$ cat src/hdl/ssdfb_pkg.sv
`default_nettype none

package ssdfb_pkg;

    localparam int DIGIT_COUNT = 4;
    localparam int FRAME_LEN   = DIGIT_COUNT + 1;
    localparam int IDX_W       = $clog2(FRAME_LEN);

    localparam logic [7:0] BYTE_DISPLAY_OFF = 8'h80;
    localparam logic [7:0] BYTE_WRITE_AUTO  = 8'h40;
    localparam logic [7:0] BYTE_DISPLAY_ON  = 8'h8F;
    localparam logic [7:0] BYTE_ADDR_START  = 8'hC0;
    localparam logic [7:0] SEG_DASH         = 8'h40;
    localparam logic [7:0] SEG_BLANK        = 8'h00;
    localparam logic [7:0] CHAR_SPACE       = 8'h20;
    localparam logic [7:0] CHAR_A           = 8'h41;
    localparam logic [7:0] CHAR_L           = 8'h4C;
    localparam logic [7:0] CHAR_GLYPH_BASE  = 8'h37;

    localparam logic signed [15:0] NUM_LIMIT = 16'sd999;

    typedef enum logic [1:0] {
        CMD_INIT   = 2'd0,
        CMD_NUMBER = 2'd1,
        CMD_TEXT   = 2'd2
    } t_cmd;

    typedef struct packed {
        logic [1:0]                          command;
        logic signed [15:0]                  value;
        logic [DIGIT_COUNT-1:0][7:0]         chars;
    } t_item;

    typedef struct packed {
        logic                                init;
        logic [FRAME_LEN-1:0][7:0]           data;
    } t_frame;

    function automatic logic [7:0] glyph_of(input logic [4:0] idx);
        logic [7:0] g;
        unique case (idx)
            5'd0:    g = 8'h3F;
            5'd1:    g = 8'h06;
            5'd2:    g = 8'h5B;
            5'd3:    g = 8'h4F;
            5'd4:    g = 8'h66;
            5'd5:    g = 8'h6D;
            5'd6:    g = 8'h7D;
            5'd7:    g = 8'h07;
            5'd8:    g = 8'h7F;
            5'd9:    g = 8'h6F;
            5'd10:   g = 8'h77;
            5'd11:   g = 8'h7C;
            5'd12:   g = 8'h39;
            5'd13:   g = 8'h5E;
            5'd14:   g = 8'h79;
            5'd15:   g = 8'h71;
            5'd16:   g = 8'h76;
            5'd17:   g = 8'h38;
            5'd18:   g = 8'h37;
            5'd19:   g = 8'h3E;
            5'd20:   g = 8'h73;
            5'd21:   g = 8'h5C;
            default: g = SEG_BLANK;
        endcase
        return g;
    endfunction

endpackage

`default_nettype wire

$ cat src/hdl/seven_segment_display_frame_builder_core.sv
// Path: a command is held in the encoder's input register, then loaded into the
// serialiser's frame register once it is free; the first word is presented from there.
// Throughput: one word per cycle while the output is ready; a number or text command is
// sent as five words and an init command as three, by the output serialiser.
// A new command is accepted while the previous one is still being sent.
// Reset is synchronous and active low; it clears the valid flags and the word index.
`default_nettype none

module seven_segment_display_frame_builder_core (
    input  wire logic        i_clk,
    input  wire logic        i_rst_n,
    input  wire logic        i_s_axis_tvalid,
    output logic             o_s_axis_tready,
    // value[15:0], char_first[23:16], char_second[31:24], char_third[39:32],
    // char_fourth[47:40]
    input  wire logic [47:0] i_s_axis_tdata,
    // command[1:0]
    input  wire logic [1:0]  i_s_axis_tuser,
    output logic             o_m_axis_tvalid,
    input  wire logic        i_m_axis_tready,
    // frame_byte[7:0]
    output logic [7:0]       o_m_axis_tdata,
    // frame_begin[0], frame_end[1]
    output logic [1:0]       o_m_axis_tuser,
    output logic             o_m_axis_tlast
);
    import ssdfb_pkg::*;

    t_item   item;
    t_frame  frame;
    logic    load;
    logic    frame_free;
    logic    word_begin;
    logic    word_end;

    assign item.command = i_s_axis_tuser;
    assign item.value   = signed'(i_s_axis_tdata[15:0]);
    assign item.chars   = i_s_axis_tdata[47:16];

    ssdfb_encode u_encode (
        .i_clk        (i_clk),
        .i_rst_n      (i_rst_n),
        .i_valid      (i_s_axis_tvalid),
        .i_item       (item),
        .o_ready      (o_s_axis_tready),
        .i_frame_free (frame_free),
        .o_load       (load),
        .o_frame      (frame)
    );

    ssdfb_serializer u_serializer (
        .i_clk   (i_clk),
        .i_rst_n (i_rst_n),
        .i_load  (load),
        .i_frame (frame),
        .o_free  (frame_free),
        .o_valid (o_m_axis_tvalid),
        .i_ready (i_m_axis_tready),
        .o_byte  (o_m_axis_tdata),
        .o_begin (word_begin),
        .o_end   (word_end),
        .o_last  (o_m_axis_tlast)
    );

    assign o_m_axis_tuser = {word_end, word_begin};

endmodule

`default_nettype wire

$ cat src/hdl/ssdfb_encode.sv
`default_nettype none

module ssdfb_encode (
    input  wire logic               i_clk,
    input  wire logic               i_rst_n,
    input  wire logic               i_valid,
    input  wire ssdfb_pkg::t_item   i_item,
    output logic                    o_ready,
    input  wire logic               i_frame_free,
    output logic                    o_load,
    output ssdfb_pkg::t_frame       o_frame
);
    import ssdfb_pkg::*;

    logic              r_valid;
    t_item             r_item;
    logic              cmd_known;
    logic              advance;

    logic signed [15:0] v_sat;
    logic signed [15:0] v_neg;
    logic              neg;
    logic [9:0]        mag;
    logic [15:0]       h_prod;
    logic [3:0]        dig_h;
    logic [9:0]        rem10;
    logic [6:0]        rem;
    logic [13:0]       t_prod;
    logic [3:0]        dig_t;
    logic [6:0]        one7;
    logic [3:0]        dig_o;
    logic [7:0]        g_h;
    logic [7:0]        g_t;
    logic [7:0]        g_o;
    logic [1:0]        pos;
    logic [DIGIT_COUNT-1:0][7:0] num_seg;
    logic [DIGIT_COUNT-1:0][7:0] txt_seg;
    logic [DIGIT_COUNT-1:0][7:0] seg;

    function automatic logic [7:0] char_glyph(input logic [7:0] ch);
        logic [7:0] off;
        logic [7:0] g;
        off = ch - CHAR_GLYPH_BASE;
        if (ch >= CHAR_A && ch <= CHAR_L) begin
            g = glyph_of(off[4:0]);
        end else if (ch == CHAR_SPACE) begin
            g = SEG_BLANK;
        end else begin
            g = SEG_DASH;
        end
        return g;
    endfunction

    always_comb begin
        unique case (r_item.command) inside
            CMD_INIT, CMD_NUMBER, CMD_TEXT: cmd_known = 1'b1;
            default:                        cmd_known = 1'b0;
        endcase
    end

    assign advance = r_valid && (i_frame_free || !cmd_known);
    assign o_ready = !r_valid || advance;
    assign o_load  = r_valid && i_frame_free && cmd_known;

    always_ff @(posedge i_clk) begin
        if (!i_rst_n) begin
            r_valid <= 1'b0;
        end else if (o_ready) begin
            r_valid <= i_valid;
        end
    end

    always_ff @(posedge i_clk) begin
        if (o_ready && i_valid) begin
            r_item <= i_item;
        end
    end

    // Saturate, then split the magnitude into decimal digits by reciprocal multiplication.
    always_comb begin
        if (r_item.value > NUM_LIMIT) begin
            v_sat = NUM_LIMIT;
        end else if (r_item.value < -NUM_LIMIT) begin
            v_sat = -NUM_LIMIT;
        end else begin
            v_sat = r_item.value;
        end
        v_neg  = -v_sat;
        neg    = v_sat[15];
        mag    = neg ? v_neg[9:0] : v_sat[9:0];
        h_prod = {6'd0, mag} * 16'd41;
        dig_h  = h_prod[15:12];
        rem10  = mag - ({6'd0, dig_h} * 10'd100);
        rem    = rem10[6:0];
        t_prod = {7'd0, rem} * 14'd103;
        dig_t  = t_prod[13:10];
        one7   = rem - ({3'd0, dig_t} * 7'd10);
        dig_o  = one7[3:0];
        g_h    = glyph_of({1'b0, dig_h});
        g_t    = glyph_of({1'b0, dig_t});
        g_o    = glyph_of({1'b0, dig_o});
    end

    always_comb begin
        num_seg = '{default: SEG_BLANK};
        pos     = {1'b0, neg};
        if (neg) begin
            num_seg[0] = SEG_DASH;
        end
        if (mag >= 10'd100) begin
            num_seg[pos]         = g_h;
            num_seg[pos + 2'd1]  = g_t;
            num_seg[pos + 2'd2]  = g_o;
        end else if (mag >= 10'd10) begin
            num_seg[pos]         = g_t;
            num_seg[pos + 2'd1]  = g_o;
        end else begin
            num_seg[pos]         = g_o;
        end
    end

    always_comb begin
        for (int i = 0; i < DIGIT_COUNT; i++) begin
            txt_seg[i] = char_glyph(r_item.chars[i]);
        end
    end

    always_comb begin
        seg          = (r_item.command == CMD_NUMBER) ? num_seg : txt_seg;
        o_frame.init = (r_item.command == CMD_INIT);
        if (o_frame.init) begin
            o_frame.data    = '{default: SEG_BLANK};
            o_frame.data[0] = BYTE_DISPLAY_OFF;
            o_frame.data[1] = BYTE_WRITE_AUTO;
            o_frame.data[2] = BYTE_DISPLAY_ON;
        end else begin
            o_frame.data[0] = BYTE_ADDR_START;
            for (int i = 0; i < DIGIT_COUNT; i++) begin
                o_frame.data[i + 1] = seg[i];
            end
        end
    end

endmodule

`default_nettype wire

$ cat src/hdl/ssdfb_serializer.sv
`default_nettype none

module ssdfb_serializer (
    input  wire logic                 i_clk,
    input  wire logic                 i_rst_n,
    input  wire logic                 i_load,
    input  wire ssdfb_pkg::t_frame    i_frame,
    output logic                      o_free,
    output logic                      o_valid,
    input  wire logic                 i_ready,
    output logic [7:0]                o_byte,
    output logic                      o_begin,
    output logic                      o_end,
    output logic                      o_last
);
    import ssdfb_pkg::*;

    localparam logic [IDX_W-1:0] LAST_FRAME_IDX = IDX_W'(FRAME_LEN - 1);
    localparam logic [IDX_W-1:0] LAST_INIT_IDX  = IDX_W'(2);

    logic              r_valid;
    logic [IDX_W-1:0]  r_idx;
    t_frame            r_frame;
    logic [IDX_W-1:0]  last_idx;
    logic              take;

    assign last_idx = r_frame.init ? LAST_INIT_IDX : LAST_FRAME_IDX;
    assign take     = r_valid && i_ready;
    assign o_last   = (r_idx == last_idx);
    assign o_free   = !r_valid || (take && o_last);
    assign o_valid  = r_valid;
    assign o_byte   = r_frame.data[r_idx];
    assign o_begin  = r_frame.init || (r_idx == '0);
    assign o_end    = r_frame.init || (r_idx == LAST_FRAME_IDX);

    always_ff @(posedge i_clk) begin
        if (!i_rst_n) begin
            r_valid <= 1'b0;
            r_idx   <= '0;
        end else if (i_load) begin
            r_valid <= 1'b1;
            r_idx   <= '0;
        end else if (take) begin
            if (o_last) begin
                r_valid <= 1'b0;
            end else begin
                r_idx <= r_idx + 1'b1;
            end
        end
    end

    always_ff @(posedge i_clk) begin
        if (i_load) begin
            r_frame <= i_frame;
        end
    end

`ifndef ASSERT_OFF
    a_idx_in_range: assert property (@(posedge i_clk) disable iff (!i_rst_n)
        r_valid |-> r_idx <= last_idx)
        else $error("Word index beyond end of frame.");

    a_load_when_free: assert property (@(posedge i_clk) disable iff (!i_rst_n)
        i_load |-> (!r_valid || (take && o_last)))
        else $error("Frame loaded over one still being sent.");

    a_empty_after_last: assert property (@(posedge i_clk) disable iff (!i_rst_n)
        (take && o_last && !i_load) |=> !r_valid)
        else $error("Serialiser still busy after its last word.");

    a_restart_at_zero: assert property (@(posedge i_clk) disable iff (!i_rst_n)
        i_load |=> (r_valid && r_idx == '0))
        else $error("New frame does not start at its first word.");
`endif

endmodule

`default_nettype wire

$ cat config.mk
export PLATFORM = sky130hd
export DESIGN_NAME = seven_segment_display_frame_builder_core
export DESIGN_NICKNAME = d
export VERILOG_FILES = /design/src/hdl/ssdfb_pkg.sv /design/src/hdl/seven_segment_display_frame_builder_core.sv /design/src/hdl/ssdfb_encode.sv /design/src/hdl/ssdfb_serializer.sv
export SDC_FILE = /design/constraint.sdc
export NUM_CORES = 1
export LEC_CHECK = 0
export ABC_AREA = 1
export BUFFER_PORTS_ARGS = -buffer_cell sky130_fd_sc_hd__buf_2
export CORE_ASPECT_RATIO = 1.25
export CORE_MARGIN = 5
export CORE_UTILIZATION = 46
export DETAILED_ROUTE_END_ITERATION = 8
export GPL_ROUTABILITY_DRIVEN = 1
export GPL_TIMING_DRIVEN = 0
export PLACE_DENSITY = 0.74
export SETUP_SLACK_MARGIN = 0.02
export SKIP_CTS_REPAIR_TIMING = 1
export SYNTH_ARGS = -nofsm -noshare
export SYNTH_HDL_FRONTEND = slang
export SYNTH_HIERARCHICAL = 1
export SYNTH_SLANG_ARGS = --single-unit
$ cat constraint.sdc
create_clock -name i_clk -period 15.1 [get_ports i_clk]
set_clock_uncertainty 0.2 [all_clocks]
set_input_delay 3.02 -clock i_clk [delete_from_list [all_inputs] [get_ports i_clk]]
set_output_delay 3.02 -clock i_clk [all_outputs]
set_load 0.005 [all_outputs]
==> flow_metrics.tcl <==
set metrics [dict create \
    status "finished clean" \
    synth_top_area_share_pct 28.23 \
    die_x_um 139.7 \
    r2r-start "u_encode/r_item[34]" \
    htreeDepth 3 \
    max_slew_margin_pct 50.79 \
    period_share_pct 80.60 \
    gp_congestion 0.9302 \
    r2r_cells 58 \
    start_util_pct 46.66 \
    ios 67 \
    post_drt_wl_per_cell_um 13.94 \
    reg2reg_to "u_serializer/r_frame[16]" \
    grt_max_degree 43 \
    drt-initial-drc-count 620 \
    cts_tree "yes" \
    syn_inst 1276 \
    portBuffers 66 \
    period_needed_ns 12.17 \
    grt_pass1_vias 8272 \
    hold_depth 2 \
    diodes 0 \
    syn-cell-area_um2 9679 \
    syn_avg_cell_area_um2 7.586 \
    critical_path.slowest_cell "fa_1" \
    design.die.area_um2 24060 \
    cts_max_path_buffers 2 \
    routed_wl_um 22900 \
    tns_ns 0 \
    hp-class "register to register" \
    finalMaxSlewViolations 0 \
    cts-root-buf "clkbuf_16" \
    synth.top_cells.by_area "edfxtp_1, ha_1, nand2_1, inv_1, nand3_1" \
    layout-drive-gt1-share_pct 12.57 \
    max_freq_mhz 82.16 \
    rsz0062_at_grt "false" \
    critical_path_class "register to register" \
    overflow 0 \
    ant_nets 0 \
    hold_violations 0 \
    end_kind "register" \
    drc 0 \
    clk_latency_ns 0.35 \
    critPathMaxStageDelay_ns 0.65 \
    grt_pass1_wl_um 38240 \
    dieHeight_um 172.2 \
    synth-seq-area-share_pct 29.27 \
    area_growth_pct 10.65 \
    tightest_slew_ns 0.7354 \
    via_per_inst 5.280 \
    cp_common_cell "nand2_1" \
    synth_cell_types 59 \
    ys_ff_latch 96 \
    synth_edf_count 91 \
    drv_cap 0 \
    crit_fanout 10 \
    cts_num_sinks 96 \
    numCtsBuffers 9 \
    whs_endpoint "u_serializer/o_valid" \
    antenna_found_initial 0 \
    dp_hpwl_um 18720 \
    drt_pass1_iterations 6 \
    cp_data_required_time_ns 15.11 \
    nets 1556 \
    final_core_util_pct 51.63 \
    synthArstFlopShare_pct 0 \
    num_rows 59 \
    setup_viol 0 \
    path_clk_slew_ns 0.08 \
    synth_top_area_cell "edfxtp_1" \
    rrSetupSlack_ns 2.93 \
    yosysWarnings 6 \
    coreArea_um2 20740 \
    hp-start "u_serializer/o_valid" \
    start_kind "register" \
    synth_flop_cell "edfxtp_1" \
    vias 8670 \
    worstPathArrival_ns 12.18 \
    grt_util_all_layers_pct 19.09 \
]
==> state kept, by name, summed over array words and instances (netlist names) <==
| signal | count |
|---|---|
| u_encode/r_valid | 1 |
| u_serializer/o_valid | 1 |
| u_serializer/r_idx | 3 |
| u_serializer/r_frame | 41 |
| u_encode/r_item | 50 |
==> worst max-delay path: cells and delay by family (launching register included) <==
family	cells	cell delay (ns)
buf+inv	11	1.28
simple gates	26	3.53
xor+xnor	1	0.32
flops	1	0.45
fa+ha+maj	14	5.13
compound gates	6	1.11
==> final cells by class <==
type | count | area (µm²)
clock buffers | 12 | 246.5
plain buffers | 42 | 299.0
inverters | 194 | 730.7
well taps | 274 | 342.8
repair buffers | 68 | 370.4
multi-input cells | 952 | 5854
clock inverters | 4 | 33.78
flip-flops and latches | 96 | 2833
fillers | 1975 | 10030
==> how the worst max path moves through the flow <==
stage / startpoint / end / cells past startpoint
after CTS: u_encode/r_item[34] / u_serializer/r_frame[16] / 58
after detailed placement: u_encode/r_item[34] / u_serializer/r_frame[16] / 58
after global routing: u_encode/r_item[34] / u_serializer/r_frame[16] / 58
after floorplan: u_encode/r_item[34] / u_serializer/r_frame[28] / 59
after global placement: u_encode/r_item[34] / u_serializer/r_frame[16] / 58
final: u_encode/r_item[34] / u_serializer/r_frame[16] / 58
==> metrics by stage <==
step                setup WS [ns]  instances  area [µm²]  hold slack, ns
floorplan                   4.601       1284        9709          0.2962
global placement            3.123       1624       10380          0.2997
detailed placement          3.007       1626       10430          0.3067
CTS                         2.968       1642       10710          0.3192
global route                1.962       1642       10710          0.3557
finish                      2.929       1642       10710          0.3103
==> layer usage <==
| metal | GRT usage (%) | wire length (µm) | vias to the layer above | share of wire (%) |
|---|---|---|---|---|
| met3 | 2.379 | 1012 | 45 | 4.4 |
| met1 | 22.65 | 9406 | 3953 | 41 |
| met4 | 7.122 | 677 | 0 | 3.0 |
| met5 | 0 | 0 | - | 0 |
| li1 | - | - | 4448 | - |
| met2 | 35.38 | 11800 | 224 | 52 |
==> cells in the final DEF, fill, tap and decap left out, types with 5 or more instances in the layout <==
cell type	n
o211ai_1	16
o22ai_1	6
nor4_1	7
fa_1	14
edfxtp_1	91
conb_1	10
a21oi_1	61
buf_6	7
nand2_1	288
inv_1	176
o21ai_0	77
nor2_2	7
inv_2	14
buf_4	17
a31oi_1	6
dfxtp_1	5
a21oi_2	5
o21ai_1	21
nand2_2	15
clkbuf_1	14
nand4_1	17
nand2_4	6
ha_1	125
clkbuf_16	9
nand3_1	95
xor2_1	7
nor3_1	28
nand3b_1	6
xnor2_1	9
nor2_1	83
buf_2	69
==> synth_stat cells (all sizes together) (7+ instances only) <==
library cell / count
buf: 29
xnor2: 9
nor3: 30
nand2: 309
edfxtp: 91
nor4: 7
inv: 191
o21ai: 98
nor2: 92
nand3: 98
a21oi: 66
clkbuf: 13
nand4: 17
o211ai: 18
ha: 125
fa: 14
xor2: 8
==> cell families (layout without fill, tap and decap cells) <==
logic type / count (synthesis) / after routing / synth area share [%]
and+or+nand+nor: 564 / 564 / 26.03
buffers and inverters: 236 / 320 / 10.64
AOI/OAI and AO/OA: 222 / 222 / 13.31
adders and majority gates: 139 / 139 / 19.05
DFF: 96 / 96 / 29.27
xor gates and xnor gates: 17 / 17 / 1.616
other: 2 / 10 / 0.07759
Power is left out: the tool's default activity adds up to more than one toggle a clock period on the data nets, which glitch-free logic cannot reach.
